<file path="config.mk">
export PLATFORM = sky130hd
export DESIGN_NAME = gmdt_relax
export DESIGN_NICKNAME = d
export VERILOG_FILES = /design/src/hdl/grid_manhattan_distance_transform_macros.svh /design/src/hdl/gmdt_pkg.sv /design/src/hdl/gmdt_relax.sv
export SDC_FILE = /design/constraint.sdc
export NUM_CORES = 1
export LEC_CHECK = 0
export ABC_AREA = 1
export BUFFER_PORTS_ARGS = -buffer_cell sky130_fd_sc_hd__buf_4
export CAP_MARGIN = 20
export CORE_UTILIZATION = 54
export DETAILED_ROUTE_END_ITERATION = 6
export MAX_ROUTING_LAYER = met4
export PLACE_DENSITY = 0.86
export SYNTH_ARGS = -nofsm -noshare
export SYNTH_HDL_FRONTEND = slang
export SYNTH_SLANG_ARGS = --single-unit
export TNS_END_PERCENT = 50
</file>
<file path="constraint.sdc">
create_clock -name vclk -period 5.9
set_input_delay 1.18 -clock vclk [all_inputs]
set_output_delay 1.18 -clock vclk [all_outputs]
set_load 0.05 [all_outputs]
</file>
<file path="src/hdl/grid_manhattan_distance_transform_macros.svh">
// Assertion macros used by the file that carries checks.
`ifndef GRID_MANHATTAN_DISTANCE_TRANSFORM_MACROS_SVH
`define GRID_MANHATTAN_DISTANCE_TRANSFORM_MACROS_SVH

// The consequent must hold in the same cycle as the antecedent.
`define GMDT_ASSERT_SAME(label, ante, cons, msg) \
    label: assert property (@(posedge i_clk) disable iff (!i_rst_n) \
        (ante) |-> (cons)) else $error(msg);

// The consequent must hold in the cycle after the antecedent.
`define GMDT_ASSERT_NEXT(label, ante, cons, msg) \
    label: assert property (@(posedge i_clk) disable iff (!i_rst_n) \
        (ante) |=> (cons)) else $error(msg);

`endif

</file>
<file path="src/hdl/gmdt_pkg.sv">
package gmdt_pkg;

    localparam int DEF_MAX_ROWS = 64;
    localparam int DEF_MAX_COLS = 64;

    localparam int ACTION_W = 2;
    localparam int ROW_W    = 6;
    localparam int COL_W    = 6;
    localparam int SIZE_W   = 7;
    localparam int DIST_W   = 7;

    typedef logic [DIST_W-1:0] t_dist;
    typedef logic [SIZE_W-1:0] t_size;

    localparam t_dist DIST_MAX    = 7'd127;
    localparam t_size SIZE_RESET  = 7'd64;

    typedef enum logic [ACTION_W-1:0] {
        ACT_LOAD    = 2'd0,
        ACT_COMPUTE = 2'd1,
        ACT_READ    = 2'd2
    } t_action;

    localparam logic KIND_COMPUTE = 1'b0;
    localparam logic KIND_READ    = 1'b1;

    localparam logic REG_ROWS = 1'b0;
    localparam logic REG_COLS = 1'b1;

    // Operands of one relaxation step: the cell's own value and up to two
    // neighbors, each of which is one step further away.
    typedef struct packed {
        t_dist base;
        logic  use_a;
        t_dist a;
        logic  use_b;
        t_dist b;
    } t_relax_req;

endpackage

</file>
<file path="src/hdl/gmdt_relax.sv">
module gmdt_relax import gmdt_pkg::*; (
    input  t_relax_req i_req,
    output t_dist      o_dist
);
    t_dist a_inc;
    t_dist b_inc;
    t_dist m;

    // Distances saturate at the maximum code, so a far neighbor stays far.
    always_comb begin
        a_inc = (i_req.a == DIST_MAX) ? DIST_MAX : i_req.a + t_dist'(1);
        b_inc = (i_req.b == DIST_MAX) ? DIST_MAX : i_req.b + t_dist'(1);
        m = i_req.base;
        if (i_req.use_a && (a_inc < m)) begin
            m = a_inc;
        end
        if (i_req.use_b && (b_inc < m)) begin
            m = b_inc;
        end
        o_dist = m;
    end
endmodule

</file>
==> flow_metrics.env <==
export IMPL_outcome="finished clean"
export IMPL_ant_nets=0
export IMPL_port_buffers=30
export IMPL_worst_setup_path_start_kind="input port"
export IMPL_wirelength_um=1950
export IMPL_place_congestion=0.771
export IMPL_dp_worst_setup_slack_ns=0.131
export IMPL_relSlewSlack=0.784
export IMPL_dp_hpwl_um=1740
export IMPL_antenna_found_initial=0
export IMPL_final_core_util=0.787
export IMPL_nNetsFinal=222
export IMPL_worst_slew_pin_slew_ns=0.321
export IMPL_seq_area_um2=0
export IMPL_grt_pass1_vias=923
export IMPL_max_freq_mhz=177
export IMPL_ios=30
export IMPL_remaining_drc_errors=0
export IMPL_multi_input_area_um2=702
export IMPL_num_rows=13
export IMPL_cp_arrival_ns=4.46
export IMPL_syn_num_nets=190
export IMPL_ys_seq_area_frac=0
export IMPL_viasPerCell=5.10
export IMPL_die_y_um=41.6
export IMPL_finalWorstSetupSlack_ns=0.261
export IMPL_power_density_nw_per_um2=134
export IMPL_final_layout_size_suffix_gt1_frac=0.322
export IMPL_cts_hold_fix_buffers=0
export IMPL_syn_to_final_growth_pct=28.3
export IMPL_routedWlPerCell_um=9.84
export IMPL_synth_cell_type_count=21
export IMPL_grt_pass1_wl_um=3360
export IMPL_hold_viol=0
export IMPL_initial_core_util=0.614
export IMPL_p_total_uw=146
export IMPL_critPathKind="in2out"
export IMPL_cp_end_kind="output pin"
export IMPL_coreArea_um2=1380
export IMPL_dieWidth_um=41.6
export IMPL_hold_class="in2out"
export IMPL_fillers=111
export IMPL_synthesis_area_um2=848
export IMPL_drt_iter0_drc=20
export IMPL_yosys_warnings=0
export IMPL_ir_worst_vdd_v=0.0000655
export IMPL_firstDrtPassIters=4
export IMPL_rsz0062_at_grt="false"
export IMPL_design_seq_count=0
export IMPL_setup_tns_ns=0
export IMPL_drv_cap=0
export IMPL_final_common_cell="nand2_1"
export IMPL_maxSlewViolCount=0
export IMPL_grt_usage=0.237
export IMPL_postSynthCellCount=153
export IMPL_syn_avg_cell_area_um2=5.54
export IMPL_diodes=0
export IMPL_finalSetupViolCount=0
export IMPL_vias=1010
export IMPL_grt_max_degree=14
export IMPL_mostFrequentLayoutCells="nand2_1, buf_4, inv_1"
export IMPL_cp_data_required_time_ns=4.72
export IMPL_leakage_uw=0.000682
export IMPL_nClkBuffers=0
export IMPL_min_period_ns=5.64
export IMPL_die_area_um2=1730
export IMPL_worst_path_max_fanout=13
export IMPL_min_period_over_period=0.956
export IMPL_grt_overflow_total=0
worst max-delay path, cell delays in order:
cell       delay [ns]
buf_4            0.13
ha_1             0.22
nand2_2          0.09
nor2_4           0.05
nand2_2          0.09
inv_1            0.07
a21oi_1          0.15
inv_2            0.05
ha_1             0.29
a21oi_1          0.15
nand2_1          0.08
nand2_2          0.07
nand2_2          0.14
o21ai_1          0.27
ha_1             0.30
a21oi_1          0.15
nor2_1           0.08
a2111oi_4        0.29
buf_4            0.22
nand2_4          0.08
nand2_1          0.06
nand2_1          0.05
buf_4            0.19
Yosys cell counts:
cell | instances | area (µm²)
nand2_4 | 2 | 22.5
clkinvlp_4 | 1 | 7.51
ha_1 | 14 | 175
o21ai_0 | 12 | 60.1
inv_1 | 24 | 90.1
inv_2 | 10 | 37.5
nand3b_1 | 1 | 7.51
or2_2 | 1 | 6.26
nor2_4 | 1 | 11.3
nor2_2 | 1 | 6.26
buf_6 | 1 | 11.3
nand3_1 | 12 | 60.1
nand2_2 | 8 | 50.1
o211a_1 | 1 | 10.0
and2_2 | 1 | 7.51
a21oi_1 | 6 | 30.0
nor2_1 | 14 | 52.6
a2111oi_4 | 1 | 27.5
nand3_2 | 2 | 20.0
xnor2_1 | 1 | 8.76
nand2_1 | 39 | 146
area by class of cell:
class / count / area share
multi-input combinational: 117 / 0.645
timing repair buffer: 31 / 0.214
inverter: 35 / 0.124
tap: 15 / 0.0172
kinds of logic after synthesis:
| kind of cell | count (synthesis) | synth area share |
|---|---|---|
| AOI/OAI and AO/OA | 20 | 0.150 |
| xor gates and xnor gates | 1 | 0.0103 |
| and+or+nand+nor | 82 | 0.460 |
| adders and majority gates | 14 | 0.206 |
| buffers and inverters | 36 | 0.173 |
path summary, 6_finish.rpt:
| check | startpoint | to | slack (ns) | depth (start not counted) |
|---|---|---|---|---|
| worst max-delay path | i_req[8] | o_dist[6] | 0.26 | 23 |
| worst min-delay path | i_req[5] | o_dist[5] | 2.89 | 5 |
per-layer routing:
metal / share of wire / up-vias / routed length, µm / track usage
met5: 0 / - / 0 / -
met4: 0.0072 / 0 / 14 / 0.0194
met3: 0.036 / 2 / 70 / 0.00435
met2: 0.54 / 28 / 1060 / 0.509
met1: 0.41 / 440 / 808 / 0.236
li1: - / 540 / - / -
power breakdown:
part	switching, µW	total, µW	internal [µW]
logic	92.0	146	53.6
registers	0	0	0
clock network	0	0	0
per-stage QoR:
| step | hold slack (ns) | cell area (µm²) | cells |
|---|---|---|---|
| 2_1_floorplan | 2.82 | 848 | 153 |
| 3_3_place_gp | 2.88 | 1080 | 197 |
| 3_5_place_dp | 2.89 | 1080 | 197 |
| 4_1_cts | 2.90 | 1080 | 197 |
| 5_1_grt | 2.91 | 1090 | 198 |
| 6_report | 2.89 | 1090 | 198 |
what timing repair did:
action / CTS / global route
buffers inserted: 0 / 1
setup endpoints to repair: 0 / 7
gates resized for setup: 0 / 2
Power figures use the tool's default switching activity.
